===== config.mk =====
export PLATFORM = sky130hd
export DESIGN_NAME = path_point_moving_average
export DESIGN_NICKNAME = d
export VERILOG_FILES = /design/src/rtl/ppma_pkg.sv /design/src/rtl/ppma_front.sv /design/src/rtl/ppma_queue.sv /design/src/rtl/ppma_div.sv /design/src/rtl/ppma_back.sv /design/src/rtl/path_point_moving_average.sv
export SDC_FILE = /design/constraint.sdc
export NUM_CORES = 1
export LEC_CHECK = 0
export BUFFER_PORTS_ARGS = -buffer_cell sky130_fd_sc_hd__buf_4
export CORE_ASPECT_RATIO = 0.75
export CORE_MARGIN = 3
export CORE_UTILIZATION = 36
export DETAILED_ROUTE_END_ITERATION = 16
export PLACE_DENSITY_LB_ADDON = 0.1
export SLEW_MARGIN = 20
export SYNTH_ARGS = -nofsm -noshare
export SYNTH_HDL_FRONTEND = slang
export SYNTH_SLANG_ARGS = --single-unit
export TNS_END_PERCENT = 20

===== constraint.sdc =====
create_clock -name clk -period 15.8 [get_ports clk]
set_input_delay 3.16 -clock clk [delete_from_list [all_inputs] [get_ports clk]]
set_output_delay 3.16 -clock clk [all_outputs]
set_load 0.1 [all_outputs]

===== src/rtl/ppma_pkg.sv =====
// Package for the path point moving-average smoother.
// Point layout, field widths and default sizes shared by every rtl file.
package ppma_pkg;

  localparam int HALF_DEFAULT        = 2;
  localparam int QUEUE_DEPTH_DEFAULT = 2;
  localparam int COORD_W             = 32;
  localparam int HEAD_W              = 16;

  // x in the lowest bits, then y, then heading
  typedef struct packed {
    logic signed [HEAD_W-1:0]  heading;
    logic signed [COORD_W-1:0] y;
    logic signed [COORD_W-1:0] x;
  } point_t;

  localparam int POINT_W = $bits(point_t);
  localparam int TDATA_W = ((POINT_W + 7) / 8) * 8;

endpackage


===== src/rtl/ppma_front.sv =====
// Front end: takes input beats, counts points of the current path and tags each beat.
// Depends on ppma_pkg.
module ppma_front #(
  parameter int HALF = ppma_pkg::HALF_DEFAULT,
  localparam int DEPTH = 2 * HALF + 2,
  localparam int K_W = $clog2(DEPTH + 1)
) (
  input  logic                         clk,
  input  logic                         rst,
  input  logic                         s_tvalid,
  output logic                         s_tready,
  input  logic [ppma_pkg::TDATA_W-1:0] s_tdata,  // x, y, heading
  input  logic                         s_tlast,  // is_last
  output logic                         job_valid,
  input  logic                         job_ready,
  output ppma_pkg::point_t             job_point,
  output logic                         job_last,
  output logic [K_W-1:0]               job_k
);
  import ppma_pkg::*;

  logic [K_W-1:0] points_seen;

  assign s_tready  = job_ready;
  assign job_valid = s_tvalid;
  assign job_point = point_t'(s_tdata[POINT_W-1:0]);
  assign job_last  = s_tlast;
  assign job_k     = points_seen;

  always_ff @(posedge clk) begin
    if (rst) begin
      points_seen <= '0;
    end else if (s_tvalid && job_ready) begin
      if (s_tlast) begin
        points_seen <= '0;
      end else if (points_seen != K_W'(DEPTH)) begin
        points_seen <= points_seen + K_W'(1);
      end
    end
  end

endmodule


===== src/rtl/ppma_queue.sv =====
// Small first-in first-out queue between the front end and the back end.
// No package dependency beyond the default depth.
module ppma_queue #(
  parameter int W     = 1,
  parameter int DEPTH = ppma_pkg::QUEUE_DEPTH_DEFAULT,
  localparam int PTR_W = $clog2(DEPTH),
  localparam int CNT_W = $clog2(DEPTH + 1)
) (
  input  logic         clk,
  input  logic         rst,
  input  logic         in_valid,
  output logic         in_ready,
  input  logic [W-1:0] in_data,
  output logic         out_valid,
  input  logic         out_ready,
  output logic [W-1:0] out_data
);

  logic [W-1:0]     mem [DEPTH];
  logic [PTR_W-1:0] wr_ptr;
  logic [PTR_W-1:0] rd_ptr;
  logic [CNT_W-1:0] count;
  logic             push;
  logic             pop;

  assign in_ready  = (count != CNT_W'(DEPTH));
  assign out_valid = (count != '0);
  assign out_data  = mem[rd_ptr];
  assign push      = in_valid && in_ready;
  assign pop       = out_valid && out_ready;

  always_ff @(posedge clk) begin
    if (push) begin
      mem[wr_ptr] <= in_data;
    end
  end

  always_ff @(posedge clk) begin
    if (rst) begin
      wr_ptr <= '0;
      rd_ptr <= '0;
      count  <= '0;
    end else begin
      if (push) begin
        wr_ptr <= (wr_ptr == PTR_W'(DEPTH - 1)) ? '0 : wr_ptr + PTR_W'(1);
      end
      if (pop) begin
        rd_ptr <= (rd_ptr == PTR_W'(DEPTH - 1)) ? '0 : rd_ptr + PTR_W'(1);
      end
      if (push && !pop) begin
        count <= count + CNT_W'(1);
      end else if (pop && !push) begin
        count <= count - CNT_W'(1);
      end
    end
  end

endmodule


===== src/rtl/ppma_div.sv =====
// Bit-serial signed divider, one quotient bit per cycle, truncating toward zero.
// Divisor is unsigned and non-zero. No package dependency beyond defaults.
module ppma_div #(
  parameter int W  = ppma_pkg::COORD_W,
  parameter int DW = 4,
  localparam int LW = $clog2(W + 1)
) (
  input  logic                clk,
  input  logic                rst,
  input  logic                start,
  input  logic signed [W-1:0] dividend,
  input  logic [DW-1:0]       divisor,
  output logic                done,
  output logic signed [W-1:0] quotient
);

  logic          busy;
  logic [LW-1:0] left;
  logic [W-1:0]  q;
  logic [DW:0]   rem;
  logic [DW:0]   rem_sh;
  logic [DW-1:0] den;
  logic          neg;
  logic          ge;
  logic [W-1:0]  dvd_u;
  logic [W-1:0]  mag;

  assign dvd_u    = dividend;
  assign mag      = dvd_u[W-1] ? (~dvd_u + W'(1)) : dvd_u;
  assign rem_sh   = {rem[DW-1:0], q[W-1]};
  assign ge       = (rem_sh >= {1'b0, den});
  assign quotient = neg ? (~q + W'(1)) : q;

  always_ff @(posedge clk) begin
    if (rst) begin
      busy <= 1'b0;
      done <= 1'b0;
    end else begin
      done <= 1'b0;
      if (start) begin
        busy <= 1'b1;
        neg  <= dvd_u[W-1];
        q    <= mag;
        rem  <= '0;
        den  <= divisor;
        left <= LW'(W);
      end else if (busy) begin
        rem  <= ge ? (rem_sh - {1'b0, den}) : rem_sh;
        q    <= {q[W-2:0], ge};
        left <= left - LW'(1);
        if (left == LW'(1)) begin
          busy <= 1'b0;
          done <= 1'b1;
        end
      end
    end
  end

endmodule


===== src/rtl/ppma_back.sv =====
// Back end: point window, sequencer over pending points, accumulator and output register.
// Depends on ppma_pkg and ppma_div.
module ppma_back #(
  parameter int HALF = ppma_pkg::HALF_DEFAULT,
  localparam int DEPTH = 2 * HALF + 2,
  localparam int K_W = $clog2(DEPTH + 1),
  localparam int POS_W = $clog2(DEPTH),
  localparam int CNT_W = $clog2(2 * HALF + 2),
  localparam int SUM_W = ppma_pkg::COORD_W + CNT_W
) (
  input  logic                         clk,
  input  logic                         rst,
  input  logic                         job_valid,
  output logic                         job_ready,
  input  ppma_pkg::point_t             job_point,
  input  logic                         job_last,
  input  logic [K_W-1:0]               job_k,
  output logic                         m_tvalid,
  input  logic                         m_tready,
  output logic [ppma_pkg::TDATA_W-1:0] m_tdata,  // smooth_x, smooth_y, out_heading
  output logic                         m_tlast   // out_last
);
  import ppma_pkg::*;

  typedef enum logic [2:0] {S_IDLE, S_SETUP, S_SUM, S_DIV, S_OUT} state_t;

  state_t                    state;
  logic signed [COORD_W-1:0] xw [DEPTH];
  logic signed [COORD_W-1:0] yw [DEPTH];
  logic signed [HEAD_W-1:0]  hw [DEPTH];
  logic [K_W-1:0]            cur_k;
  logic                      cur_last;
  logic [POS_W-1:0]          e;
  logic [POS_W-1:0]          d;
  logic [POS_W-1:0]          hi;
  logic                      pass;
  logic [CNT_W-1:0]          cnt;
  logic signed [SUM_W-1:0]   acc_x;
  logic signed [SUM_W-1:0]   acc_y;
  logic                      div_start;
  logic                      dx_done;
  logic                      dy_done;
  logic signed [SUM_W-1:0]   qx;
  logic signed [SUM_W-1:0]   qy;

  logic [POS_W-1:0]          rd;
  logic signed [COORD_W-1:0] rd_x;
  logic signed [COORD_W-1:0] rd_y;
  logic                      pass_c;
  logic [POS_W-1:0]          lo_c;
  logic [POS_W-1:0]          hi_c;
  logic [POS_W-1:0]          e_hi;
  logic [K_W-1:0]            km1;
  point_t                    res;

  assign job_ready = (state == S_IDLE);

  assign rd   = (state == S_SUM) ? d : e;
  assign rd_x = xw[rd];
  assign rd_y = yw[rd];

  // averaging span, clipped to the interior points held in the window
  assign pass_c = (K_W'(e) == cur_k) || (e == '0);
  assign lo_c   = (e > POS_W'(HALF)) ? (e - POS_W'(HALF)) : POS_W'(1);
  assign e_hi   = e + POS_W'(HALF);
  assign km1    = cur_k - K_W'(1);
  assign hi_c   = (K_W'(e_hi) > km1) ? km1[POS_W-1:0] : e_hi;

  always_comb begin
    res.x       = pass ? rd_x : qx[COORD_W-1:0];
    res.y       = pass ? rd_y : qy[COORD_W-1:0];
    res.heading = hw[e];
  end

  always_ff @(posedge clk) begin
    if (job_valid && job_ready) begin
      for (int i = DEPTH - 1; i > 0; i--) begin
        xw[i] <= xw[i-1];
        yw[i] <= yw[i-1];
        hw[i] <= hw[i-1];
      end
      xw[0] <= job_point.x;
      yw[0] <= job_point.y;
      hw[0] <= job_point.heading;
    end
  end

  always_ff @(posedge clk) begin
    if (rst) begin
      state     <= S_IDLE;
      m_tvalid  <= 1'b0;
      div_start <= 1'b0;
    end else begin
      div_start <= 1'b0;
      if (m_tready && state != S_OUT) begin
        m_tvalid <= 1'b0;
      end
      case (state)
        S_IDLE: begin
          if (job_valid) begin
            cur_k    <= job_k;
            cur_last <= job_last;
            if (job_last) begin
              e     <= (job_k < K_W'(HALF)) ? job_k[POS_W-1:0] : POS_W'(HALF);
              state <= S_SETUP;
            end else if (job_k >= K_W'(HALF + 1)) begin
              e     <= POS_W'(HALF + 1);
              state <= S_SETUP;
            end
          end
        end
        S_SETUP: begin
          pass <= pass_c;
          if (pass_c) begin
            state <= S_OUT;
          end else begin
            d     <= lo_c;
            hi    <= hi_c;
            cnt   <= CNT_W'(hi_c - lo_c + POS_W'(1));
            acc_x <= '0;
            acc_y <= '0;
            state <= S_SUM;
          end
        end
        S_SUM: begin
          acc_x <= acc_x + {{CNT_W{rd_x[COORD_W-1]}}, rd_x};
          acc_y <= acc_y + {{CNT_W{rd_y[COORD_W-1]}}, rd_y};
          if (d == hi) begin
            div_start <= 1'b1;
            state     <= S_DIV;
          end else begin
            d <= d + POS_W'(1);
          end
        end
        S_DIV: begin
          if (dx_done && dy_done) begin
            state <= S_OUT;
          end
        end
        S_OUT: begin
          if (!m_tvalid || m_tready) begin
            m_tvalid <= 1'b1;
            m_tdata  <= TDATA_W'(res);
            m_tlast  <= cur_last && (e == '0);
            if (cur_last && (e != '0)) begin
              e     <= e - POS_W'(1);
              state <= S_SETUP;
            end else begin
              state <= S_IDLE;
            end
          end
        end
        default: begin
          state <= S_IDLE;
        end
      endcase
    end
  end

  ppma_div #(
    .W  (SUM_W),
    .DW (CNT_W)
  ) u_div_x (
    .clk      (clk),
    .rst      (rst),
    .start    (div_start),
    .dividend (acc_x),
    .divisor  (cnt),
    .done     (dx_done),
    .quotient (qx)
  );

  ppma_div #(
    .W  (SUM_W),
    .DW (CNT_W)
  ) u_div_y (
    .clk      (clk),
    .rst      (rst),
    .start    (div_start),
    .dividend (acc_y),
    .divisor  (cnt),
    .done     (dy_done),
    .quotient (qy)
  );

endmodule


===== src/rtl/path_point_moving_average.sv =====
// Centred moving-average smoother for 2-D path points. Uses ppma_pkg, ppma_front,
// ppma_queue and ppma_back. A point leaves HALF+1 input beats after it arrives.
// Each result is set up and, for a pass-through point, loaded straight into the output register;
// an averaged point first accumulates its span (1 to 2*HALF+1 points) and divides the sum before
// it is loaded. The back end takes no new job until its last result is loaded.
// Synchronous reset clears control and the point count; window contents stay undefined.
module path_point_moving_average #(
  parameter int HALF        = ppma_pkg::HALF_DEFAULT,
  parameter int QUEUE_DEPTH = ppma_pkg::QUEUE_DEPTH_DEFAULT
) (
  input  logic                         clk,
  input  logic                         rst,
  input  logic                         s_tvalid,
  output logic                         s_tready,
  input  logic [ppma_pkg::TDATA_W-1:0] s_tdata,  // x_coord, y_coord, heading
  input  logic                         s_tlast,  // is_last
  output logic                         m_tvalid,
  input  logic                         m_tready,
  output logic [ppma_pkg::TDATA_W-1:0] m_tdata,  // smooth_x, smooth_y, out_heading
  output logic                         m_tlast   // out_last
);
  import ppma_pkg::*;

  localparam int DEPTH = 2 * HALF + 2;
  localparam int K_W   = $clog2(DEPTH + 1);
  localparam int JOB_W = POINT_W + 1 + K_W;

  logic             f_valid;
  logic             f_ready;
  point_t           f_point;
  logic             f_last;
  logic [K_W-1:0]   f_k;
  logic [JOB_W-1:0] q_in;
  logic [JOB_W-1:0] q_out;
  logic             b_valid;
  logic             b_ready;
  point_t           b_point;
  logic             b_last;
  logic [K_W-1:0]   b_k;

  assign q_in    = {f_k, f_last, f_point};
  assign b_point = point_t'(q_out[POINT_W-1:0]);
  assign b_last  = q_out[POINT_W];
  assign b_k     = q_out[JOB_W-1:POINT_W+1];

  ppma_front #(
    .HALF (HALF)
  ) u_front (
    .clk       (clk),
    .rst       (rst),
    .s_tvalid  (s_tvalid),
    .s_tready  (s_tready),
    .s_tdata   (s_tdata),
    .s_tlast   (s_tlast),
    .job_valid (f_valid),
    .job_ready (f_ready),
    .job_point (f_point),
    .job_last  (f_last),
    .job_k     (f_k)
  );

  ppma_queue #(
    .W     (JOB_W),
    .DEPTH (QUEUE_DEPTH)
  ) u_queue (
    .clk       (clk),
    .rst       (rst),
    .in_valid  (f_valid),
    .in_ready  (f_ready),
    .in_data   (q_in),
    .out_valid (b_valid),
    .out_ready (b_ready),
    .out_data  (q_out)
  );

  ppma_back #(
    .HALF (HALF)
  ) u_back (
    .clk       (clk),
    .rst       (rst),
    .job_valid (b_valid),
    .job_ready (b_ready),
    .job_point (b_point),
    .job_last  (b_last),
    .job_k     (b_k),
    .m_tvalid  (m_tvalid),
    .m_tready  (m_tready),
    .m_tdata   (m_tdata),
    .m_tlast   (m_tlast)
  );

  a_count_restarts: assert property (@(posedge clk) disable iff (rst)
    s_tvalid && s_tready && s_tlast |=> f_k == '0)
    else $error("point count not cleared after last beat");

  a_count_bounded: assert property (@(posedge clk) disable iff (rst)
    f_k <= K_W'(DEPTH))
    else $error("point count beyond window depth");

  a_count_steps: assert property (@(posedge clk) disable iff (rst)
    s_tvalid && s_tready && !s_tlast && f_k != K_W'(DEPTH) |=> f_k == $past(f_k) + K_W'(1))
    else $error("point count did not advance");

endmodule

==> flow_summary.toml, run 1 <==
[power]
pwr-share-clk_pct = 22.7
ir_worst_vdd_uv = 95.6
seqPwrFrac_pct = 40.9
p_sw_share_pct = 36.5
combPwrFrac_pct = 36.4
leakage_nw = 16.7
p_switching_w = 0.00377
power-per-cell-area_nw_per_um2 = 216
p_int_w = 0.00656

[yosys]
synth_top_family_by_area = "multiplexers"
async_reset_ff_share_pct = 0
synthCells = 2889
synthXorXnorAreaFrac_pct = 4.17
ys_types = 80
synth_seq_area_share_pct = 66.4
synthSimpleGateAreaFrac_pct = 7.10
ys.warnings.count = 0
synth_edf_count = 909
netlist_area_um2 = 41600
syn_avg_cell_area_um2 = 14.4
synthMuxAreaShare_pct = 9.05
synth_ff_type = "edfxtp_1"
synth-seq-cells = 926
synth-compound-area-share_pct = 8.26
synth_fa_ha_area_share_pct = 3.17
synthesis.nets = 3077

[route]
wl_per_cell_um = 21.7
drtIter0Drc = 1864
drt-pass1-iter-count = 6
antenna_left = 0
viasPerCell = 5.19
drt_wl_total_um = 102000
drcViolationCount = 0
num_vias = 24300

[clocking]
cts_hold_buf = 0
cts_buffers = 99
clk_latency_ns = 0.69
htree_levels = 3
cts_tree = "built"
clock_sink_count = 926
post_cts_resized = 0
cts.clk_slew.worst_paths_ns = 0.06
postCtsSetupRepairBufs = 0
root_buffer = "clkbuf_16"
clockBufferDepth = 3

[global_route]
grt_pass1_vias = 24200
grt_pass1_wl_um = 153000
grt_antenna_before_repair = 5
grt_max_degree = 182
gr-total-overflow = 0
grtUsageTotal_pct = 16.8

[timing]
rsz0062_at_grt = "no"
final.period_utilization_pct = 42.8
drv_slew = 0
skew_ns = 0.0343
finalHoldViolations = 0
final.min_clock_period_ns = 6.77
tightestPinTransition_ns = 1.20
holdWs_ns = 0.430
slew_headroom_pct = 19.3
finalSetupTns_ns = 0
max_freq_ghz = 0.148
finalSetupViolCount = 0

[die]
die_w_um = 399
io_pins = 168
dieArea_um2 = 120000
core_um2 = 114000
rows = 107
die_h_um = 300
start_util_pct = 36.4

[run]
drv_cap = 0

[critical_path]
worstPathCellList = "or3b_2 > buf_4 > mux2i_4 > buf_4 > buf_4 > mux4_2 > nand2_1 > o21ai_0 > ha_1 > and3_1 > nand4_1 > o41ai_1 > a41oi_1 > o41a_1 > a21oi_1 > mux2i_1"
cp-startpoint = "u_back.state[2]"
crit_path_start_kind = "flop"
worstSetupPathType = "flop to flop"
crit_arrival_ns = 7.30
cp_num_buf_inv = 3
crit_path_frequent_cell = "buf_4"
cpMaxStageDelayCell = "o41ai_1"
critical-path-top-delay-family = "compound AO/OA/AOI/OAI gates"
endpoint_kind = "flop"
max_stage_delay_ns = 0.95
cp.required_ns = 16.33
path_max_fanout = 27
worstReg2RegStart = "u_back.state[2]"

[placed_design]
place_congestion = 0.855
portBuffers = 167
dp_hpwl_um = 69400

[status]
outcome = "finished clean"

[hold_path]
hold_path_class = "flop to flop"
hp-start = "u_back.u_div_x.busy"

[finish]
drive_above_1_share_pct = 17.9
areaGrowthSynthToFinish_pct = 15.2
final_nets = 3258
final_common_cell = "edfxtp_1"
final_cell_mix = "edfxtp_1 (909), nand2_1 (235), o21ai_0 (212)"
[area by class of cell]
| cell class | count | area [um^2] |
|---|---|---|
| Tap cell | 1526 | 1910 |
| Multi-Input combinational cell | 1775 | 13300 |
| Sequential cell | 926 | 27600 |
| Antenna cell | 1 | 2.50 |
| Inverter | 61 | 236 |
| Clock buffer | 122 | 2590 |
| Fill cell | 10400 | 66200 |
| Clock inverter | 62 | 682 |
| Timing Repair Buffer | 207 | 1590 |
[metal layers]
metal	share of wire, %	vias to the layer above	GRT usage (%)	wire (um)
li1	-	11500	-	-
met1	51	12100	26.8	52100
met2	41	542	23.2	41700
met3	5.6	133	3.35	5680
met4	2.1	0	3.91	2130
met5	0	-	0	0
[logic make-up after synthesis]
| family | Yosys count |
|---|---|
| compound gates | 571 |
| simple gates | 636 |
| mux | 267 |
| flops | 926 |
| buf+inv | 188 |
| fa+ha+maj | 103 |
| xor+xnor | 198 |
[metrics by stage]
stage	setup WS [ns]	cell area, um^2	util [%]	power (W)	instances
CTS	8.94	47900	42.0	0.0104	4678
detailed placement	8.97	44700	39.1	0.00805	4494
global route	8.54	47900	42.0	0.0110	4679
finish	9.03	47900	42.0	0.0103	4680
global placement	9.10	44700	39.1	0.00800	4494
floorplan	4.83	41600	-	0.00704	2889
[sequential cells by signal, summed over array words and instances (netlist names), 35 cells and up, named ones only]
| signal | cells |
|---|---|
| u_back.xw | 192 |
| u_back.yw | 192 |
| u_queue.mem | 168 |
| u_back.hw | 96 |
| u_back.m_tdata | 80 |
| u_back.acc_x | 35 |
| u_back.acc_y | 35 |
| u_back.u_div_x.q | 35 |
| u_back.u_div_y.q | 35 |
[power by group through the flow]
stage               Sequential (W)  Clock [W]  Combinational (W)
finish                     0.00423    0.00234            0.00376
global route               0.00432    0.00253            0.00416
CTS                        0.00424    0.00243            0.00378
detailed placement         0.00428          0            0.00377
global placement           0.00424          0            0.00377
floorplan                  0.00440          0            0.00264
[worst reg2reg max path, cell delays in order, from the launching register on]
cell and delay [ns]:
dfxtp_1 0.46, or3b_2 0.51, buf_4 0.23, mux2i_4 0.53
buf_4 0.39, buf_4 0.53, mux4_2 0.60, nand2_1 0.08
o21ai_0 0.13, ha_1 0.43, and3_1 0.24, nand4_1 0.18
o41ai_1 0.95, a41oi_1 0.40, o41a_1 0.55, a21oi_1 0.20
mux2i_1 0.20
[path summary, 6_finish.rpt]
path | endpoint | slack (ns) | cells past startpoint
worst max-delay path | u_back.acc_x[33] | 9.03 | 16
worst min-delay path | u_back.u_div_x.done | 0.43 | 2
worst max register to register | u_back.acc_x[33] | 9.03 | 16
worst min register to register | u_back.u_div_x.done | 0.43 | 2
[Yosys cell counts (23+ instances only)]
cell | number | share of area (%)
a21o_1 | 31 | 0.56
a21oi_1 | 165 | 2.0
buf_2 | 23 | 0.28
clkbuf_1 | 94 | 0.85
edfxtp_1 | 909 | 66
ha_1 | 99 | 3.0
inv_1 | 59 | 0.53
mux2_2 | 93 | 2.5
mux2i_1 | 96 | 2.3
mux4_2 | 78 | 4.2
nand2_1 | 235 | 2.1
nand3_1 | 31 | 0.37
nor2_1 | 200 | 1.8
nor3_1 | 28 | 0.34
o21ai_0 | 216 | 2.6
o31ai_1 | 38 | 0.69
o41ai_1 | 25 | 0.53
or4_1 | 23 | 0.41
xnor2_1 | 63 | 1.3
xor2_1 | 135 | 2.8
Power figures use the tool's default switching activity.
==> run 2, diff against run 1 <==
==> constraint.sdc (replaced) <==
create_clock -name clk -period 5.9 [get_ports clk]
set_input_delay 1.18 -clock clk [delete_from_list [all_inputs] [get_ports clk]]
set_output_delay 1.18 -clock clk [all_outputs]
set_load 0.1 [all_outputs]
==> flow_summary.toml, run 2 (synthesized netlist as in run 1, its figures left out) <==
[die]
dieArea_um2 = 120000
core_um2 = 114000
die_h_um = 300
io_pins = 168
rows = 107
start_util_pct = 36.4
die_w_um = 399

[placed_design]
place_congestion = 0.847
dp_hpwl_um = 69800
placed_area_um2 = 45200
portBuffers = 167
place_inst = 4554

[route]
viasPerCell = 5.18
drt_wl_total_um = 101000
num_vias = 24500
drcViolationCount = 0
wl_per_cell_um = 21.2
antenna_left = 0
drtIter0Drc = 2061
drt-pass1-iter-count = 6

[global_route]
met2_usage_pct = 23.1
grt_pass1_wl_um = 153000
grtUsageTotal_pct = 16.7
grt_pass1_vias = 24600
grt_use_met3_pct = 3.49
grt_antenna_before_repair = 4
grt-busiest-layer = "met1"
met1_usage_pct = 26.6
gr-total-overflow = 0
grt_max_degree = 162

[clocking]
htree_levels = 3
cts_buffers = 99
clockBufferDepth = 3
clock_sink_count = 926
cts.clk_slew.worst_paths_ns = 0.06
cts_hold_buf = 0
cts_tree = "built"
root_buffer = "clkbuf_16"
clk_latency_ns = 0.71

[critical_path]
crit_arrival_ns = 6.17
crit_path_start_kind = "flop"
worstSetupPathType = "flop to flop"
rr_worst_depth = 17
endpoint_kind = "flop"
path_max_fanout = 14
cp.required_ns = 6.44

[timing]
slew_headroom_pct = 10.6
max_freq_ghz = 0.178
finalSetupViolCount = 0
finalHoldViolations = 0
final.min_clock_period_ns = 5.63
tightestPinTransition_ns = 1.33
drv_slew = 0
final.period_utilization_pct = 95.4
rsz0062_at_grt = "yes"
skew_ns = 0.0341

[power]
p_sw_share_pct = 36.3
pwr-share-clk_pct = 21.3
seqPwrFrac_pct = 40.5
leakage_nw = 16.9
combPwrFrac_pct = 38.2
ir_worst_vdd_uv = 283
power-per-cell-area_nw_per_um2 = 578
p_switching_w = 0.0102
p_int_w = 0.0178

[finish]
seq_area_um2 = 27600
fin_cells = 4732
drive_above_1_share_pct = 19.5
final_cell_mix = "edfxtp_1 (909), buf_4 (254), nand2_1 (235)"
areaGrowthSynthToFinish_pct = 16.3
final_common_cell = "edfxtp_1"
multi_input_area_um2 = 13300
reg_top3 = "u_back.xw (192), u_back.yw (192), u_queue.mem (168)"
final_nets = 3319
final_area_um2 = 48400
num-fill-cells = 10400

[status]
outcome = "finished clean"

[hold_path]
hold_path_class = "flop to flop"
holdPathStages = 0

[run]
drv_cap = 0
==> run 2: cell types whose count changed in the layout (fill, tap and decap cells not counted), sizes merged <==
cell	previous run	this run
buf	207	268
bufinv	10	5
clkinv	44	45
clkinvlp	7	3
diode	1	2
inv	62	60
==> run 2: path summary, 6_finish.rpt <==
kind | endpoint | start | slack (ns)
max | u_back.acc_x[33] | u_back.state[1] | 0.27
min | u_back.xw[5][9] | u_back.xw[4][9] | 0.43
max reg2reg | u_back.acc_x[33] | u_back.state[1] | 0.27
min reg2reg | u_back.xw[5][9] | u_back.xw[4][9] | 0.43
==> run 2: through the flow <==
step	hold slack, ns	setup slack (ns)	power (W)	setup TNS, ns	util (%)
final	0.428	0.273	0.0280	0	42.4
after global routing	0.444	-0.00776	0.0298	-0.00776	42.4
after CTS	0.430	0.146	0.0282	0	42.3
after detailed placement	0.420	0.155	0.0221	0	39.6
after global placement	0.420	0.277	0.0220	0	39.6
after floorplan	0.400	-2.36	0.0172	-1293.67	-
==> run 2: cell type report <==
cell class | instances | share of cell area, %
multi-input combinational | 1775 | 27.5
timing repair buffer | 268 | 4.53
antenna | 2 | 0.0103
tap | 1526 | 3.95
sequential | 926 | 57.1
inverter | 61 | 0.481
clock inverter | 52 | 0.928
clock buffer | 122 | 5.45
==> run 2: power groups by stage <==
stage | Sequential [W] | Combinational [W] | Clock [W]
floorplan | 0.0107 | 0.00658 | 0
global placement | 0.0114 | 0.0107 | 0
detailed placement | 0.0115 | 0.0106 | 0
CTS | 0.0113 | 0.0107 | 0.00621
global route | 0.0116 | 0.0118 | 0.00646
finish | 0.0113 | 0.0107 | 0.00597
==> run 2: worst max-delay path, cell delays in order, from the launching register on <==
cell,delay (ns)
dfxtp_1,0.48
or3b_2,0.63
buf_4,0.21
mux2i_4,0.44
buf_12,0.23
buf_12,0.16
buf_12,0.16
mux4_2,0.30
nand2_1,0.09
o21ai_0,0.33
ha_2,0.58
inv_1,0.07
o41ai_1,0.41
buf_4,0.21
a41oi_1,0.23
o41a_1,0.51
a21oi_1,0.20
mux2i_1,0.20
==> run 2: metal layers <==
layer  routed length (um)  vias to the layer above
met5                    0                        -
met4                 1910                        0
met3                 5610                      131
met2                41600                      569
met1                51400                    12200
li1                     -                    11600
==> run 2: timing repair <==
action / 4_1_cts / 5_1_grt
hold endpoints to repair: 0 / 0
setup buffers: 0 / 0
gates resized for setup: 0 / 5
setup endpoints to repair: 0 / 5
==> run 3, diff against run 2 <==
--- a/config.mk
+++ b/config.mk
@@ -11,6 +11,7 @@
 export CORE_UTILIZATION = 36
 export DETAILED_ROUTE_END_ITERATION = 16
 export PLACE_DENSITY_LB_ADDON = 0.1
+export REMOVE_ABC_BUFFERS = 1
 export SLEW_MARGIN = 20
 export SYNTH_ARGS = -nofsm -noshare
 export SYNTH_HDL_FRONTEND = slang
==> flow_summary.toml, run 3 (synthesized netlist as in run 1, its figures left out) <==
[critical_path]
critical-path-top-delay-family = "compound AO/OA/AOI/OAI gates"
path_max_fanout = 25
crit_arrival_ns = 5.99
cp.required_ns = 6.32
worstSetupPathType = "flop to flop"
crit_path_start_kind = "flop"
cpMaxStageDelayCell = "o21ai_0"
worstPathCellList = "or3b_2 > mux2i_4 > buf_12 > mux4_2 > nand2_1 > o21ai_0 > ha_1 > o21ai_0 > o21ai_0 > a211oi_1 > o311a_1 > a311o_1 > o21ai_0 > xnor2_1 > nor2_1"
crit_path_frequent_cell = "o21ai_0"
endpoint_kind = "flop"
max_stage_delay_ns = 0.81
cp_num_buf_inv = 1

[clocking]
htree_levels = 3
cts_tree = "built"
cts_buffers = 98
clk_latency_ns = 0.70
postCtsSetupRepairBufs = 0
post_cts_resized = 0
root_buffer = "clkbuf_16"
clock_sink_count = 926
cts.clk_slew.worst_paths_ns = 0.07
clockBufferDepth = 3
cts_hold_buf = 0

[finish]
final_nets = 3267
final_area_um2 = 48200
final_cell_mix = "edfxtp_1 (909), nand2_1 (235), o21ai_0 (216)"
areaGrowthSynthToFinish_pct = 15.8
num-fill-cells = 10400
final_common_cell = "edfxtp_1"
drive_above_1_share_pct = 18.5
reg_top3 = "u_back.xw (192), u_back.yw (192), u_queue.mem (168)"
diodes = 0
utilization_pct = 42.2

[timing]
drv_slew = 0
max_freq_ghz = 0.180
tightestPinTransition_ns = 1.18
final.min_clock_period_ns = 5.57
final.period_utilization_pct = 94.4
skew_ns = 0.0252
finalHoldViolations = 0
finalSetupTns_ns = 0
rsz0062_at_grt = "no"
finalSetupViolCount = 0
slew_headroom_pct = 20.3

[route]
num_vias = 24300
antenna_left = 0
wl_per_cell_um = 21.1
drtIter0Drc = 1963
drt-pass1-iter-count = 5
viasPerCell = 5.18
drcViolationCount = 0
drt_wl_total_um = 98800

[die]
dieArea_um2 = 120000
die_w_um = 399
start_util_pct = 36.4
die_h_um = 300
io_pins = 168
rows = 107
core_um2 = 114000

[global_route]
grt_pass1_vias = 24300
grt_pass1_wl_um = 151000
grt_antenna_before_repair = 1
grt_max_degree = 129
gr-total-overflow = 0
grtUsageTotal_pct = 16.4

[placed_design]
dp_hpwl_um = 65400
portBuffers = 167
place_congestion = 0.854
placed_area_um2 = 44900

[power]
power-per-cell-area_nw_per_um2 = 573
ir_worst_vdd_uv = 320
total_power_w = 0.0276
leakage_nw = 16.8

[hold_path]
hold_path_class = "flop to flop"

[run]
drv_cap = 0

[status]
outcome = "finished clean"
==> run 3: report_power, final <==
group          switching (W)  internal (W)  total, W
sequential           0.00103        0.0103    0.0113
combinational        0.00609       0.00381   0.00990
clock                0.00271       0.00370   0.00641
total                0.00984        0.0178    0.0276
==> run 3: cell type report <==
cell class	instances	area, um^2	share of cell area, %
Multi-Input combinational cell	1775	13300	27.6
Clock buffer	121	2560	5.31
Clock inverter	62	771	1.60
Timing Repair Buffer	217	1780	3.69
Sequential cell	926	27600	57.4
Inverter	61	236	0.491
Tap cell	1526	1910	3.96
==> run 3: per-layer routing <==
| metal | global-route usage (%) | part of all wire, % |
|---|---|---|
| met3 | 3.14 | 5.1 |
| met1 | 25.7 | 51 |
| met5 | 0 | 0 |
| met4 | 4.27 | 2.3 |
| met2 | 23.0 | 42 |
==> run 3: stage by stage <==
stage          instances  worst slack, ns  hold slack, ns
6_report            4688            0.333           0.428
3_5_place_dp        4505            0.458           0.414
2_1_floorplan       2762            -9.83           0.400
4_1_cts             4688            0.421           0.428
3_3_place_gp        4505            0.503           0.408
5_1_grt             4688           0.0882           0.436
==> run 3: final timing paths <==
kind / startpoint / to / slack [ns] / cells past startpoint
setup reg to reg: u_back.state[2] / u_back.acc_y[34] / 0.33 / 15
setup / recovery: u_back.state[2] / u_back.acc_y[34] / 0.33 / 15
hold / removal: u_back.cnt[2] / u_back.u_div_x.den[2] / 0.43 / 0
hold reg to reg: u_back.cnt[2] / u_back.u_div_x.den[2] / 0.43 / 0
